`config.mk`:
```
export PLATFORM = sky130hd
export DESIGN_NAME = fp32_to_minifloat_quantizer_flat
export DESIGN_NICKNAME = d
export VERILOG_FILES = /design/src/rtl/core/fpq_pkg.sv /design/src/rtl/core/fpq_if.sv /design/src/rtl/core/fpq_decode.sv /design/src/rtl/core/fpq_round.sv /design/src/rtl/core/fpq_pack.sv /design/src/rtl/core/fp32_to_minifloat_quantizer.sv /design/src/flat_wrapper.sv
export SDC_FILE = /design/constraint.sdc
export NUM_CORES = 1
export LEC_CHECK = 0
export BUFFER_PORTS_ARGS = -buffer_cell sky130_fd_sc_hd__clkbuf_2
export CORE_MARGIN = 2
export CORE_UTILIZATION = 60
export CTS_CLUSTER_SIZE = 40
export DETAILED_ROUTE_END_ITERATION = 16
export PLACE_DENSITY = 0.77
export SYNTH_ARGS = -nofsm -noshare
export SYNTH_HDL_FRONTEND = slang
export SYNTH_SLANG_ARGS = --single-unit
```
`constraint.sdc`:
```
create_clock -name clk -period 10.1 [get_ports clk]
set_clock_uncertainty 0.2 [all_clocks]
set_input_delay 1.01 -clock clk [delete_from_list [all_inputs] [get_ports clk]]
set_output_delay 1.01 -clock clk [all_outputs]
set_load 0.1 [all_outputs]
```
`src/rtl/core/fpq_pkg.sv`:
```
`default_nettype none
package fpq_pkg;

  localparam logic [1:0] FMT_E4M3 = 2'd0;
  localparam logic [1:0] FMT_E5M2 = 2'd1;
  localparam logic [1:0] FMT_E2M1 = 2'd2;
  localparam logic [1:0] FMT_E3M0 = 2'd3;

  localparam logic [1:0] KIND_NUM  = 2'd0;
  localparam logic [1:0] KIND_ZERO = 2'd1;
  localparam logic [1:0] KIND_INF  = 2'd2;
  localparam logic [1:0] KIND_NAN  = 2'd3;

  localparam logic [7:0]  EXP_ONES  = 8'hFF;
  localparam logic [9:0]  FP32_BIAS = 10'd127;
  localparam logic [23:0] HIDDEN    = 24'h800000;

  typedef struct packed {
    logic [2:0] eb;
    logic [1:0] mb;
    logic [4:0] bias;
    logic       has_inf;
    logic       nan_top;
  } spec_t;

  typedef struct packed {
    logic              sign;
    logic [1:0]        fmt;
    logic [1:0]        kind;
    logic              subn;
    logic signed [9:0] et;
    logic [23:0]       mf;
    logic [5:0]        sh;
  } s1_t;

  typedef struct packed {
    logic              sign;
    logic [1:0]        fmt;
    logic [1:0]        kind;
    logic              subn;
    logic signed [9:0] et;
    logic [4:0]        r;
  } s2_t;

  function automatic spec_t fpq_spec(input logic [1:0] fmt);
    spec_t s;
    case (fmt)
      FMT_E4M3: s = '{eb: 3'd4, mb: 2'd3, bias: 5'd7,  has_inf: 1'b0, nan_top: 1'b1};
      FMT_E5M2: s = '{eb: 3'd5, mb: 2'd2, bias: 5'd15, has_inf: 1'b1, nan_top: 1'b0};
      FMT_E2M1: s = '{eb: 3'd2, mb: 2'd1, bias: 5'd1,  has_inf: 1'b0, nan_top: 1'b0};
      default:  s = '{eb: 3'd3, mb: 2'd0, bias: 5'd3,  has_inf: 1'b0, nan_top: 1'b0};
    endcase
    return s;
  endfunction

endpackage
`default_nettype wire

```
`src/rtl/core/fpq_if.sv`:
```
`default_nettype none
interface fpq_in_if;
  logic        valid;
  logic        ready;
  logic [31:0] value_bits;
  modport source (output valid, output value_bits, input ready);
  modport sink (input valid, input value_bits, output ready);
endinterface

interface fpq_out_if;
  logic       valid;
  logic       ready;
  logic [7:0] packed_code;
  modport source (output valid, output packed_code, input ready);
  modport sink (input valid, input packed_code, output ready);
endinterface

interface fpq_cfg_if;
  logic       valid;
  logic       ready;
  logic [1:0] target_format;
  modport source (output valid, output target_format, input ready);
  modport sink (input valid, input target_format, output ready);
endinterface
`default_nettype wire

```
`src/rtl/core/fpq_decode.sv`:
```
`default_nettype none
module fpq_decode import fpq_pkg::*; (
  input  wire logic [31:0] value_bits,
  input  wire logic [1:0]  fmt,
  output s1_t              dec
);
  spec_t             s;
  logic [7:0]        e32;
  logic [22:0]       m32;
  logic signed [9:0] et;
  logic [9:0]        extra;
  logic [9:0]        sh_w;

  always_comb begin
    s     = fpq_spec(fmt);
    e32   = value_bits[30:23];
    m32   = value_bits[22:0];
    et    = $signed({2'b00, e32}) - $signed(FP32_BIAS) + $signed({5'b00000, s.bias});
    extra = 10'd1 - $unsigned(et);
    dec.sign = value_bits[31];
    dec.fmt  = fmt;
    dec.et   = et;
    dec.mf   = {1'b0, m32} | HIDDEN;
    dec.subn = (et <= 10'sd0);
    dec.kind = KIND_NUM;
    if (dec.subn) begin
      sh_w = 10'd23 - {8'd0, s.mb} + extra;
    end else begin
      sh_w = 10'd23 - {8'd0, s.mb};
    end
    dec.sh = sh_w[5:0];
    if (e32 == EXP_ONES) begin
      dec.kind = (m32 != 23'd0) ? KIND_NAN : KIND_INF;
    end else if (e32 == 8'd0) begin
      dec.kind = KIND_ZERO;
    end else if (dec.subn && (extra > 10'd24 || sh_w >= 10'd32)) begin
      dec.kind = KIND_ZERO;
    end
  end
endmodule
`default_nettype wire

```
`src/rtl/core/fpq_round.sv`:
```
`default_nettype none
module fpq_round import fpq_pkg::*; (
  input  wire s1_t a,
  output s2_t b
);
  logic [4:0]  sh;
  logic [23:0] shifted;
  logic [23:0] half_vec;
  logic [23:0] rest_mask;
  logic        half;
  logic        sticky;

  always_comb begin
    sh        = a.sh[4:0];
    shifted   = a.mf >> sh;
    half_vec  = a.mf >> (sh - 5'd1);
    half      = half_vec[0];
    rest_mask = (24'd1 << (sh - 5'd1)) - 24'd1;
    sticky    = (a.mf & rest_mask) != 24'd0;
    b.sign = a.sign;
    b.fmt  = a.fmt;
    b.kind = a.kind;
    b.subn = a.subn;
    b.et   = a.et;
    b.r    = shifted[4:0] + {4'd0, half & (sticky | shifted[0])};
  end
endmodule
`default_nettype wire

```
`src/rtl/core/fpq_pack.sv`:
```
`default_nettype none
module fpq_pack import fpq_pkg::*; (
  input  wire s2_t        a,
  output logic [7:0]      code
);
  spec_t             s;
  logic [7:0]        sgn;
  logic [7:0]        maxexp;
  logic [7:0]        mmask;
  logic [7:0]        top;
  logic [7:0]        satmag;
  logic [7:0]        ovf_code;
  logic [4:0]        ms;
  logic signed [9:0] etn;
  logic              ovf;

  always_comb begin
    s        = fpq_spec(a.fmt);
    sgn      = {7'd0, a.sign} << ({1'b0, s.eb} + {2'b00, s.mb});
    maxexp   = (8'd1 << s.eb) - 8'd1;
    mmask    = (8'd1 << s.mb) - 8'd1;
    top      = maxexp << s.mb;
    satmag   = s.nan_top ? (top | (mmask - 8'd1)) : (top | mmask);
    ovf_code = s.has_inf ? (sgn | top) : (sgn | satmag);
    ms       = a.r;
    etn      = a.et;
    if ({3'd0, a.r} >= (8'd2 << s.mb)) begin
      ms  = a.r >> 1;
      etn = a.et + 10'sd1;
    end
    ms = ms & mmask[4:0];
    if (s.has_inf) begin
      ovf = etn >= $signed({2'b00, maxexp});
    end else if (s.nan_top) begin
      ovf = etn > $signed({2'b00, maxexp}) ||
            (etn == $signed({2'b00, maxexp}) && {3'd0, ms} == mmask);
    end else begin
      ovf = etn > $signed({2'b00, maxexp});
    end
    case (a.kind)
      KIND_NAN:  code = sgn | top | (s.has_inf ? 8'd1 : mmask);
      KIND_INF:  code = ovf_code;
      KIND_ZERO: code = sgn;
      default: begin
        if (a.subn) begin
          code = sgn | {3'd0, a.r};
        end else if (ovf) begin
          code = ovf_code;
        end else begin
          code = sgn | (etn[7:0] << s.mb) | {3'd0, ms};
        end
      end
    endcase
  end
endmodule
`default_nettype wire

```
`src/rtl/core/fp32_to_minifloat_quantizer.sv`:
```
`default_nettype none
// Converts one IEEE single bit pattern per beat into an E4M3, E5M2, E2M1 or E3M0 code chosen
// by target_format, rounding to nearest even. Three register stages (decode, round, pack);
// a beat is taken every cycle unless the output stalls, and its code passes through the
// decode, round and pack registers in order. A stall at the output holds the whole pipeline.
// FP4 codes sit in the low four bits. Write target_format only while no beat is in flight.
module fp32_to_minifloat_quantizer import fpq_pkg::*; (
  input wire logic  clk,
  input wire logic  rst,
  fpq_in_if.sink    sample,
  fpq_out_if.source result,
  fpq_cfg_if.sink   cfg
);
  logic [1:0] fmt;
  logic       adv;
  logic       v1, v2, v3;
  s1_t        d1, q1;
  s2_t        d2, q2;
  logic [7:0] d3, q3;
  logic [1:0] fmt3;

  assign adv          = !v3 || result.ready;
  assign sample.ready = adv;
  assign cfg.ready    = 1'b1;

  fpq_decode u_decode (.value_bits(sample.value_bits), .fmt(fmt), .dec(d1));
  fpq_round  u_round  (.a(q1), .b(d2));
  fpq_pack   u_pack   (.a(q2), .code(d3));

  always_ff @(posedge clk) begin
    if (rst) begin
      fmt <= FMT_E4M3;
    end else if (cfg.valid) begin
      fmt <= cfg.target_format;
    end
  end

  always_ff @(posedge clk) begin
    if (rst) begin
      v1 <= 1'b0;
      v2 <= 1'b0;
      v3 <= 1'b0;
    end else if (adv) begin
      v1 <= sample.valid;
      v2 <= v1;
      v3 <= v2;
    end
  end

  always_ff @(posedge clk) begin
    if (adv) begin
      q1   <= d1;
      q2   <= d2;
      q3   <= d3;
      fmt3 <= q2.fmt;
    end
  end

  assign result.valid       = v3;
  assign result.packed_code = q3;

  // fp4 codes keep the upper nibble clear
  a_fp4_nibble: assert property (@(posedge clk) disable iff (rst)
    (v3 && (fmt3 == FMT_E2M1 || fmt3 == FMT_E3M0)) |-> (q3[7:4] == 4'd0))
    else $error("fp4 code has upper bits set");

  // a stalled pipeline keeps its contents
  a_hold: assert property (@(posedge clk) disable iff (rst)
    (v3 && !result.ready) |=> (v3 && $stable(q3) && $stable(v2) && $stable(v1)))
    else $error("pipeline moved during stall");

  // e5m2 never emits a code with all-ones exponent and mantissa above one
  a_e5m2_nan: assert property (@(posedge clk) disable iff (rst)
    (v3 && fmt3 == FMT_E5M2 && q3[6:2] == 5'h1F) |-> (q3[1] == 1'b0))
    else $error("bad e5m2 special code");
endmodule
`default_nettype wire

```
`src/flat_wrapper.sv`:
```
// flat-port wrapper written by rule: the top's interface ports become plain ports
module fp32_to_minifloat_quantizer_flat import fpq_pkg::*;
  (clk, rst, sample_valid, sample_value_bits, sample_ready, result_valid, result_packed_code, result_ready, cfg_valid, cfg_target_format, cfg_ready);
  fpq_in_if sample_i ();
  fpq_out_if result_i ();
  fpq_cfg_if cfg_i ();
  input wire logic clk;
  input wire logic rst;
  input wire logic [$bits(sample_i.valid)-1:0] sample_valid;
  input wire logic [$bits(sample_i.value_bits)-1:0] sample_value_bits;
  output wire logic [$bits(sample_i.ready)-1:0] sample_ready;
  output wire logic [$bits(result_i.valid)-1:0] result_valid;
  output wire logic [$bits(result_i.packed_code)-1:0] result_packed_code;
  input wire logic [$bits(result_i.ready)-1:0] result_ready;
  input wire logic [$bits(cfg_i.valid)-1:0] cfg_valid;
  input wire logic [$bits(cfg_i.target_format)-1:0] cfg_target_format;
  output wire logic [$bits(cfg_i.ready)-1:0] cfg_ready;
  assign sample_i.valid = sample_valid;
  assign sample_i.value_bits = sample_value_bits;
  assign sample_ready = sample_i.ready;
  assign result_valid = result_i.valid;
  assign result_packed_code = result_i.packed_code;
  assign result_i.ready = result_ready;
  assign cfg_i.valid = cfg_valid;
  assign cfg_i.target_format = cfg_target_format;
  assign cfg_ready = cfg_i.ready;
  fp32_to_minifloat_quantizer u_core (.clk(clk), .rst(rst), .sample(sample_i), .result(result_i), .cfg(cfg_i));
endmodule
```
# --- Word-level counts from Yosys, hierarchy flattened ---
# Index checks and enable logic that the tools add are counted.
totals:
  ff_bits: 78
  word_cells: 96
op_classes:
  shifts: 9
  addsub: 13
  order_cmp: 6
  bitwise_logic: 12
  eq_ne: 10
  reduce_logical: 11
  muxes: 17
op_table:
  columns: ["op", "n"]
  rows:
  - ["bitwise OR 8 bit", 6]
  - ["two-way mux 8 bit", 5]
  - ["one-hot mux 12 bit (3 select lines)", 1]
  - ["one-hot mux 9 bit (3 select lines)", 1]
  - ["bitwise AND 24 bit", 1]
  - ["one-hot mux 8 bit (3 select lines)", 1]
  - ["nonzero test 24 bit", 1]
  - ["left shift 1 x 5 -> 24 bit, first input constant", 1]
  - [">> shifter 24 x 5 -> 1 bit", 1]
  - [">> shifter 24 x 5 -> 5 bit", 1]
  - ["subtractor 24 x 1 -> 24 bit, second input constant", 1]
  - ["subtractor 8 x 1 -> 8 bit, second input constant", 3]
  - ["nonzero test 23 bit", 1]
  - ["two-way mux 10 bit", 2]
  - ["bitwise OR 8 x 5 -> 8 bit", 2]
  - ["left shift 8 x 2 -> 8 bit", 2]
  - ["adder 10 bit", 1]
  - ["adder 10 x 2 -> 10 bit, second input constant", 1]
  - ["adder 10 x 6 -> 10 bit", 1]
  - ["== test 10 x 9 -> 1 bit", 1]
  - [">= comparator 10 x 6 -> 1 bit, second input constant", 1]
  - [">= comparator 10 x 9 -> 1 bit", 1]
  - ["> comparator 10 x 5 -> 1 bit, second input constant", 1]
  - ["> comparator 10 x 9 -> 1 bit", 1]
  - ["27 further kinds", 40]

# --- Logic depth before layout (Yosys ltp) ---
# Gate-level depths: netlist of the first run.
logic_depth:
  ltp_word: 14
  mapped_depth: 21
  depth_no_buf: 19

# --- By module ---
# A second synthesis of the first run with hierarchy kept.
hier_totals:
  cells_unflattened: 786
  area_unflattened_um2: 7678.6
by_module_without_submodules:
  columns: ["module", "n_inst", "cells_each", "area_per_inst_um2"]
  rows:
  - ["fpq_round", 1, 295, 2513.7]
  - ["fp32_to_minifloat_quantizer", 1, 95, 2456.1]
  - ["fpq_pack", 1, 250, 1645.3]
  - ["fpq_decode", 1, 146, 1063.5]

# --- Least setup slack after synthesis of the first run ---
# Ideal clock, no wire load.
synth_timing:
  path_kind: "register -> register"
  startpoint: "register u_core.q2[19] (netlist name)"
  endpoint: "register u_core.q3[5] (netlist: u_core.result.packed_code[5]), data pin"
  slack_ps: 5446
  arrival_ps: 4183
  setup_time_ps: 271
  path_stages_with_launch: 21
  required_ps: 9629
  synth_period_minus_slack_ps: 4654
  path_buffers: 3
  cell_sequence: "edfxtp_1 clkbuf_1 buf_1 nand2_1 ha_1 nand2b_1 o221ai_1 a21oi_1 and3_1 xor2_1 ha_1 nand3_1 or4_1 nor2_1 a32oi_1 nand3_1 a31o_2 clkbuf_1 a31oi_1 a31oi_1 o221ai_1"
synth_via:
  elab_chain_len: 14
  word_cells_on_any_way: 40
  classes_between: "4 x add/sub; 3 x order compare; 4 x eq/ne; 6 x shift; 11 x mux; 9 x bitwise; 3 x reduce/logical"
synth_rtl:
  columns: ["item", "line_no", "text"]
  rows:
  - ["from (decl)", "fp32_to_minifloat_quantizer.sv:18", "s2_t d2, q2;"]
  - ["from (signal assigned)", "fp32_to_minifloat_quantizer.sv:53", "q2 <= d2;"]
  - ["== test 2 bit, or another cell as far along", "fpq_pkg.sv:47", "case (fmt)"]
  - ["one-hot mux 12 bit (3 select lines) (*)", "fpq_pkg.sv:47", null]
  - ["parallel branches: the longest is 11 deep, another holds subtractor 8 x 1 -> 8 bit", null, null]
  - ["one-hot mux 8 bit (3 select lines) (*)", "fpq_pack.sv:40", "case (a.kind)"]
  - ["net u_core.d3[5]", "fp32_to_minifloat_quantizer.sv:19", "logic [7:0] d3, q3;"]
  - ["to (signal assigned)", "fp32_to_minifloat_quantizer.sv:54", "q3 <= d3;"]
  - ["to (decl)", "fp32_to_minifloat_quantizer.sv:19", null]
# Mark *: on every way through the listed nets, which the timed path passes.
# A chain may end at the register's enable or synchronous reset.

==> results.toml, run 1 <==
[run_status]
status = "finished, final reports clean"

[worst_hold_path]
hp-class = "reg -> reg"

[worst_setup_path]
path_cells = "buf_4, inv_1, ha_1, xnor2_1, nand3_1, ha_1, o22ai_1, a2111oi_0, and3_1, o2111ai_1, a2111o_1, a2111oi_2, a41oi_1"
end_kind = "flip-flop"
cp_common_cell = "ha_1"
critPathLaunchType = "flip-flop"
cpPeakStageDelay_ns = 1.07
arrival_ns = 5.20
slowest_stage = "xnor2_1"
crit_family = "compound AO/OA/AOI/OAI gates"
critical_path.max_fanout = 34
required_ns = 9.99
timing_worst_setup_path_type = "reg -> reg"
critical_path_buf_inv_count = 2

[floorplanning]
dieArea_sq_mm = 0.0117
start_util = 0.609
rows = 38
die_y_um = 108
ios = 50
core-area_sq_mm = 0.0107
fp.dieW_um = 108

[clocking]
clock_latency_ns = 0.39
cts_resized = 0
clockRootBuffer = "clkbuf_8"
worst_setup_hold_path_clk_slew_ns = 0.09
post-cts-setup-buffers = 0
cts_max_path_buffers = 2
cts.sinks = 78
cts_hold_buf = 0
cts_max_level = 3
cts_tree = "done"
cts_made_buffers = 9

[yosys]
ys_top_cells_by_count = "edfxtp_1, nand2_1, nor2_1, a21oi_1, ha_1"
yosys.area.top_type_share = 0.335
synthMostInstantiatedCell = "edfxtp_1"
post_synth_xor_area_fraction = 0.0484
synth-seq-cells = 78
synthAdderAreaFrac = 0.0712
synth_cells = 671
synth_top_area_cell = "edfxtp_1"
synth_compound_area_frac = 0.175
synth.avg_cell_area_sq_um = 9.74
ys_async_sr_fraction = 0
netlist_area_sq_mm = 0.00654
ys_types = 79
synth_top_family_by_area = "compound AO/OA/AOI/OAI gates"
synth_area_leaders = "edfxtp_1, mux4_2, ha_1, mux2i_1, nand2_1"
ys.flop_type = "edfxtp_1"
synth-simple-area-share = 0.166
yosysSeqAreaShare = 0.351
synth_warnings = 0
synth_edf_count = 73
synthMuxAreaShare = 0.142

[sta]
finalHoldViolations = 0
fmax_mhz = 189
fin_crit_sh = 0.525
final-max-slew-violation-count = 0
tightest_slew_ns = 1.28
whs_ns = 0.213
fin_setup_tns_ns = 0
slew_headroom = 0.140
rsz0062_at_grt = "no"
fin_crit_ns = 5.30
final-setup-viol-count = 0

[flow_run]
cap_violations = 0

[power]
p_per_area_mw_per_mm2 = 231
leakagePower_nw = 2.76
vdd_drop_max_v = 0.000150

[route]
drc = 0
wirelength_um = 16300
drtIter0Drc = 531
wl_per_cell_um = 19.3
vias = 5527
dr.pass1.iters = 5
avgViaCountPerCell = 6.55
ant_nets = 0

[grt]
grt_max_degree = 76
track_usage = 0.286
grt_overflow = 0
grt_pass1_vias = 5229
antenna_found_initial = 2
grt_pass1_wl_um = 26000

[final_layout]
final_cells = 844
final_nets = 774
syn_to_final_growth_pct = 7.71
nFillCells = 886
final_layout_size_suffix_gt1_frac = 0.170
finish.utilization = 0.655
antenna_cells = 0

[placed_design]
dpl.hpwl_um = 11900
place_congestion = 0.980
dp_cells = 828
port_buffers = 48
==> area by class of cell <==
cell class	count	area, sq um	share of cell area
Tap cell	140	175	0.0249
Multi-Input combinational cell	525	3960	0.562
Inverter	34	128	0.0181
Clock buffer	9	124	0.0176
Clock inverter	7	104	0.0147
Sequential cell	78	2290	0.325
Timing Repair Buffer	51	263	0.0373
==> kinds of logic (layout without fill, tap and decap cells) <==
group	Yosys count	count (layout)
AND/OR/NAND/NOR	228	228
adder cells (fa/ha/maj)	36	36
flip-flops	78	78
AO/OA/AOI/OAI	165	165
other	1	5
buffers and inverters	72	101
multiplexers	57	57
XOR/XNOR	34	34
==> through the flow <==
stage | setup slack (ns) | cell area (sq um) | power (W)
final | 4.80 | 7040 | 0.00163
after global routing | 4.39 | 7040 | 0.00172
after CTS | 4.85 | 7040 | 0.00161
after detailed placement | 4.84 | 6820 | 0.00133
after global placement | 4.91 | 6820 | 0.00131
after floorplan | 5.45 | 6550 | 0.00116
==> state kept, by name, indices dropped and copies added, names as in the netlist <==
signal,count
u_core.v1,1
u_core.v2,1
u_core.q1,44
u_core.fmt,2
u_core.result.valid,1
u_core.q2,21
u_core.result.packed_code,8
==> routing by layer <==
layer,track usage,vias up,share of wire
li1,-,2593,-
met1,0.399,2637,0.43
met2,0.439,258,0.46
met3,0.0693,37,0.092
met4,0.0980,2,0.024
met5,0,-,0.00086
==> cell usage in the layout, fill, tap and decap left out, types with 4 or more instances in the layout <==
cell	netlist	layout
o21ai_0	32	32
clkbuf_2	0	48
nor3_1	19	19
nor4_1	7	7
ha_1	34	34
mux2_2	5	5
dfxtp_1	5	5
nand3_1	28	28
nand2_1	63	63
or3_1	4	4
nand2b_1	9	9
nor2b_1	9	9
o22ai_1	7	7
a32oi_1	4	4
a211oi_1	8	8
nor2_1	61	61
inv_1	31	30
edfxtp_1	73	73
xnor2_1	17	17
and3_1	5	5
a31oi_1	5	5
mux4_2	28	28
mux2i_1	24	24
o211ai_1	7	7
clkbuf_8	0	9
and2_1	6	6
o21a_1	8	8
a21o_1	4	4
or2_2	4	4
conb_1	1	5
xor2_1	16	16
a21oi_1	38	38
==> where the power goes <==
part | internal [W] | switching (W) | leakage [nW] | total (W)
logic | 0.000331 | 0.000513 | 1.82 | 0.000844
registers | 0.000423 | 0.0000793 | 0.825 | 0.000503
clock network | 0.000143 | 0.000136 | 0.114 | 0.000279
total | 0.000898 | 0.000728 | 2.76 | 0.00163
==> path summary, 6_finish.rpt <==
kind	start	endpoint	slack, ns	depth (start not counted)
min	u_core.q1[34]	u_core.q2[9]	0.21	0
max reg2reg	u_core.q1[0]	u_core.q2[0]	4.80	13
min reg2reg	u_core.q1[34]	u_core.q2[9]	0.21	0
max	u_core.q1[0]	u_core.q2[0]	4.80	13
(Power assumes the default switching activity.)
==> run 2: changes to the inputs <==
--- a/config.mk
+++ b/config.mk
@@ -5,12 +5,13 @@
 export SDC_FILE = /design/constraint.sdc
 export NUM_CORES = 1
 export LEC_CHECK = 0
+export ABC_AREA = 1
 export BUFFER_PORTS_ARGS = -buffer_cell sky130_fd_sc_hd__clkbuf_2
 export CORE_MARGIN = 2
 export CORE_UTILIZATION = 60
 export CTS_CLUSTER_SIZE = 40
 export DETAILED_ROUTE_END_ITERATION = 16
-export PLACE_DENSITY = 0.77
+export PLACE_DENSITY = 0.76
 export SYNTH_ARGS = -nofsm -noshare
 export SYNTH_HDL_FRONTEND = slang
 export SYNTH_SLANG_ARGS = --single-unit
==> constraint.sdc (replaced) <==
create_clock -name clk -period 5.3 [get_ports clk]
set_clock_uncertainty 0.2 [all_clocks]
set_input_delay 0.53 -clock clk [delete_from_list [all_inputs] [get_ports clk]]
set_output_delay 0.53 -clock clk [all_outputs]
set_load 0.1 [all_outputs]
==> results.toml, run 2 <==
[clocking]
cts_hold_buf = 0
cts_max_path_buffers = 2
post-cts-setup-buffers = 0
clockRootBuffer = "clkbuf_16"
cts_made_buffers = 9
cts_tree = "done"
cts_resized = 0
clock_latency_ns = 0.34
cts.sinks = 78
cts_max_level = 3
worst_setup_hold_path_clk_slew_ns = 0.06

[yosys]
ys_top_cells_by_count = "nand2_1, inv_1, nand3_1, nor2_1, edfxtp_1"
synthMostInstantiatedCell = "nand2_1"
synth_compound_area_frac = 0.117
ys_async_sr_fraction = 0
synthMuxAreaShare = 0.00295
synthAdderAreaFrac = 0.0685
synth.avg_cell_area_sq_um = 7.19
synth_area_leaders = "edfxtp_1, nand2_1, nand3_1, ha_1, inv_1"
netlist_area_sq_mm = 0.00679
synth_warnings = 0
yosysSeqAreaShare = 0.337
synth-simple-area-share = 0.352
synth_cells = 945
synth_edf_count = 73
synth_top_family_by_area = "simple AND/OR/NAND/NOR gates"
yosys.area.top_type_share = 0.323
ys.flop_type = "edfxtp_1"
synth_top_area_cell = "edfxtp_1"
post_synth_xor_area_fraction = 0.0322
ys_types = 55
synth-seq-cells = 78

[final_layout]
nFillCells = 960
seqCellArea_sq_mm = 0.00229
largest_reg_flops = 44
regMostFlops = "u_core.q1"
stdcell_area_sq_mm = 0.00745
final_layout_size_suffix_gt1_frac = 0.129
final_cell_mix = "nand2_1, inv_1, nand3_1, nor2_1, edfxtp_1"
multi_input_area_sq_mm = 0.00391
final_common_cell = "nand2_1"
final_nets = 1063
finish.utilization = 0.681
syn_to_final_growth_pct = 9.61
antenna_cells = 0

[route]
ant_nets = 0
vias = 6414
dr.pass1.iters = 8
drc = 0
wirelength_um = 16500
wl_per_cell_um = 14.5
avgViaCountPerCell = 5.66
drtIter0Drc = 642

[worst_hold_path]
whs_endpoint = "u_core.q1[45]"
holdCritStartpoint = "sample_value_bits[31]"
hp-class = "in -> reg"
hold_depth = 1

[sta]
tightest_slew_ns = 0.885
slew_headroom = 0.403
final-max-slew-violation-count = 0
fin_crit_ns = 4.36
fin_setup_tns_ns = 0
finalHoldViolations = 0
fmax_mhz = 230
rsz0062_at_grt = "no"
whs_ns = 0.164
fin_crit_sh = 0.822
worst_slack_ns = 0.943
final-setup-viol-count = 0

[placed_design]
preCtsSetupSlack_ns = 1.02
dpl_cell_area_sq_mm = 0.00713
port_buffers = 48
dpl.hpwl_um = 12500
place_congestion = 0.964

[worst_setup_path]
critPathLaunchType = "flip-flop"
critical_path.max_fanout = 15
reg2regPathDepth = 27
timing.rr.end = "u_core.result.packed_code[0]"
arrival_ns = 4.25
r2r_setup_slack_ns = 0.94
timing_worst_setup_path_type = "reg -> reg"
r2r_start = "u_core.q2[19]"
end_kind = "flip-flop"
required_ns = 5.19

[floorplanning]
die_y_um = 110
fp.dieW_um = 110
core-area_sq_mm = 0.0109
ios = 50
start_util = 0.621
dieArea_sq_mm = 0.0122
rows = 38

[grt]
grt_pass1_wl_um = 27300
grt_overflow = 0
grt_max_degree = 76
antenna_found_initial = 0
track_usage = 0.270
grt_pass1_vias = 5849

[power]
p_sw_frac = 0.476
vdd_drop_max_v = 0.000278
p_seq_frac = 0.264
p_sw_w = 0.00162
intPower_w = 0.00178
leakagePower_nw = 3.62
p_per_area_mw_per_mm2 = 456
combPwrFrac = 0.536
p_clk_frac = 0.200

[flow_run]
cap_violations = 0

[run_status]
status = "finished, final reports clean"
[run 2: cell types whose count changed after synthesis, moves of 22 or more]
cell,before,now
nand2_1,63,253
nand3_1,28,91
inv_1,31,113
mux2i_1,24,2
nor2_1,61,85
mux4_2,28,0
[run 2: power groups by stage]
| stage | combinational (W) | sequential, W | clock (W) |
|---|---|---|---|
| 2_1_floorplan | 0.00133 | 0.00101 | 0 |
| 3_5_place_dp | 0.00178 | 0.000906 | 0 |
| 4_1_cts | 0.00179 | 0.000893 | 0.000684 |
| 5_1_grt | 0.00204 | 0.000907 | 0.000714 |
| 6_report | 0.00182 | 0.000897 | 0.000679 |
| 3_3_place_gp | 0.00175 | 0.000901 | 0 |
[run 2: through the flow]
step           std cells  power (W)
6_report            1133    0.00339
3_5_place_dp        1117    0.00268
4_1_cts             1133    0.00337
3_3_place_gp        1117    0.00265
5_1_grt             1133    0.00366
2_1_floorplan        949    0.00234
[run 2: worst max path at each step]
stage	slack, ns	depth (start not counted)	start	endpoint
after global placement	1.17	27	u_core.q2[19]	u_core.result.packed_code[0]
after CTS	0.96	27	u_core.q2[19]	u_core.result.packed_code[0]
after detailed placement	1.02	27	u_core.q2[19]	u_core.result.packed_code[0]
after floorplan	1.59	29	u_core.q2[19]	u_core.result.packed_code[0]
final	0.94	27	u_core.q2[19]	u_core.result.packed_code[0]
after global routing	0.37	27	u_core.q2[19]	u_core.result.packed_code[0]
[run 2: area by class of cell]
cell class              count  share of cell area
well taps                 140              0.0235
multi-input cells         722               0.525
inverters                 123              0.0622
clock inverters             7              0.0129
flip-flops and latches     78               0.308
repair buffers             54              0.0383
clock buffers               9              0.0302
[run 2: cells by family after synthesis]
| group | count (synthesis) |
|---|---|
| buffers and inverters | 149 |
| and+or+nand+nor | 519 |
| AOI/OAI and AO/OA | 135 |
| DFF | 78 |
| other | 1 |
| adders and majority gates | 36 |
| xor gates and xnor gates | 25 |
| muxes | 2 |
[run 2: routing by layer]
metal  routed length (um)  vias up  GRT usage  share of wire
met2                 7150      309      0.420           0.43
met1                 7490     2833      0.385           0.46
li1                     -     3246          -              -
met4                  253        0     0.0717          0.015
met5                    0        -          0              0
met3                 1560       26     0.0582          0.095
[run 2: worst max-delay path: stages (launching register included)]
cell	delay, ns
edfxtp_1	0.38
inv_1	0.32
nor2_1	0.13
inv_1	0.16
ha_1	0.26
nand3_1	0.08
nand2_1	0.05
nand2_1	0.12
nand3_1	0.40
nand3_1	0.22
xor2_1	0.26
ha_1	0.29
nand2_1	0.08
inv_1	0.04
o21ai_0	0.14
nand2_1	0.07
nor2_1	0.10
nand2_1	0.08
nand2_1	0.06
nand2_1	0.05
nand2_1	0.05
nand2_1	0.10
nand2_2	0.18
nand2_1	0.07
nand3_1	0.07
nand2_1	0.05
nand2_1	0.05
nand2_1	0.05
==> run 3: changes to the inputs <==
--- a/config.mk
+++ b/config.mk
@@ -8,10 +8,10 @@
 export ABC_AREA = 1
 export BUFFER_PORTS_ARGS = -buffer_cell sky130_fd_sc_hd__clkbuf_2
 export CORE_MARGIN = 2
-export CORE_UTILIZATION = 60
+export CORE_UTILIZATION = 56
 export CTS_CLUSTER_SIZE = 40
 export DETAILED_ROUTE_END_ITERATION = 16
-export PLACE_DENSITY = 0.76
+export PLACE_DENSITY = 0.75
 export SYNTH_ARGS = -nofsm -noshare
 export SYNTH_HDL_FRONTEND = slang
 export SYNTH_SLANG_ARGS = --single-unit
==> constraint.sdc (replaced) <==
create_clock -name clk -period 3.6 [get_ports clk]
set_clock_uncertainty 0.2 [all_clocks]
set_input_delay 0.36 -clock clk [delete_from_list [all_inputs] [get_ports clk]]
set_output_delay 0.36 -clock clk [all_outputs]
set_load 0.1 [all_outputs]
==> results.toml, run 3 (same netlist as run 2, synthesis figures left out) <==
[route]
drtIter0Drc = 638
wl_per_cell_um = 15.2
dr.pass1.iters = 5
ant_nets = 0
drc = 0
avgViaCountPerCell = 5.59
vias = 6561
wirelength_um = 17900

[final_layout]
syn_to_final_growth_pct = 16.2
final_nets = 1097
antenna_cells = 0
largest_reg_flops = 44
regMostFlops = "u_core.q1"
stdcell_area_sq_mm = 0.00790
final_cell_mix = "nand2_1, inv_1, nand3_1, nor2_1, edfxtp_1"
final_layout_size_suffix_gt1_frac = 0.180
final_common_cell = "nand2_1"

[placed_design]
dpl_cell_area_sq_mm = 0.00733
dpl.hpwl_um = 13600
place_congestion = 1.00
port_buffers = 48

[grt]
track_usage = 0.276
grt_pass1_vias = 5934
grt_pass1_wl_um = 28300
grt_max_degree = 76
antenna_found_initial = 0
grt_overflow = 0

[floorplanning]
rows = 40
die_y_um = 114
dieArea_sq_mm = 0.0130
fp.dieW_um = 114
start_util = 0.570
core-area_sq_mm = 0.0119
ios = 50

[power]
vdd_drop_max_v = 0.000343
p_per_area_mw_per_mm2 = 682
leakagePower_nw = 3.84

[worst_setup_path]
cp_common_cell = "nand2_1"
critPathLaunchType = "flip-flop"
timing_worst_setup_path_type = "reg -> reg"
critical_path.max_fanout = 7
startpoint = "u_core.q2[18]"
required_ns = 3.48
cpPeakStageDelay_ns = 0.41
path_cells = "inv_1, nor2_2, inv_1, ha_1, a21oi_1, nand2_1, nand2_1, nand3_2, buf_6, nand3_1, nor2_2, xnor2_2, inv_1, ha_1, nand2_1, inv_1, nand4_1, nand2_2, nand2_4, nand2_4, o31ai_1, nand3_1, nand2_1, nand2_1"
end_kind = "flip-flop"
arrival_ns = 3.44
slowest_stage = "edfxtp_1"
r2r_start = "u_core.q2[18]"

[flow_run]
cap_violations = 0

[sta]
finalHoldViolations = 0
final-setup-viol-count = 0
tightest_slew_ns = 0.894
rsz0062_at_grt = "yes"
whs_ns = 0.00673
slew_headroom = 0.404
fmax_mhz = 281
fin_crit_ns = 3.56
final-max-slew-violation-count = 0
fin_crit_sh = 0.989

[clocking]
clockRootBuffer = "clkbuf_16"
cts.sinks = 78
worst_setup_hold_path_clk_slew_ns = 0.06
cts_made_buffers = 9
cts_max_path_buffers = 2
clock_latency_ns = 0.34
cts_tree = "done"
cts_max_level = 3

[run_status]
status = "finished, final reports clean"

[worst_hold_path]
hp-class = "in -> reg"
holdCritStartpoint = "sample_value_bits[8]"
[run 3: per-layer routing]
layer  global-route usage  part of all wire  up-vias
met1                0.376              0.42     2903
met3               0.0545             0.096       40
li1                     -                 -     3313
met4               0.0927             0.024        0
met2                0.444              0.46      305
met5                    0                 0        -
[run 3: area by class of cell]
cell class,instances,area [sq um]
Inverter,123,465
Tap cell,147,184
Sequential cell,78,2290
Clock buffer,9,225
Clock inverter,7,119
Timing Repair Buffer,87,559
Fill cell,1004,4010
Multi-Input combinational cell,723,4050
[run 3: timing repair]
action / 4_1_cts / 5_1_grt
endpoints found under the hold margin: 1 / 0
cloned: 0 / 1
hold buffers: 1 / 0
pin swaps: 0 / 15
endpoints found under the setup margin: 3 / 9
buffers inserted: 0 / 7
gates resized for setup: 1 / 35
[run 3: worst paths after layout]
kind / endpoint / slack (ns) / depth (start not counted)
max: u_core.result.packed_code[4] / 0.04 / 24
min reg2reg: u_core.q2[5] / 0.22 / 0
min: u_core.q1[14] / 0.007 / 1
max reg2reg: u_core.result.packed_code[4] / 0.04 / 24
[run 3: power by group]
part | internal (W) | switching (W) | total [W]
registers | 0.00119 | 0.000114 | 0.00130
clock network | 0.000679 | 0.000357 | 0.00104
logic | 0.00105 | 0.00200 | 0.00305
[run 3: critical path, delay by kind of cell (launching register included)]
family,cells,cell delay [ns]
buffers and inverters,5,0.45
AND/OR/NAND/NOR,14,1.22
flip-flops,1,0.41
XOR/XNOR,1,0.18
adder cells (fa/ha/maj),2,0.61
AO/OA/AOI/OAI,2,0.23
[run 3: metrics by stage]
step	cells	TNS (ns)	total power, W	utilization	worst slack (ns)
after floorplan	949	0	0.00345	-	0.0191
after global placement	1149	0	0.00410	0.615	0.117
after detailed placement	1149	-0.0203	0.00411	0.615	-0.0104
after CTS	1166	-0.0106	0.00518	0.645	-0.00976
after global routing	1174	-1.88	0.00580	0.663	-0.271
final	1174	0	0.00539	0.663	0.0404
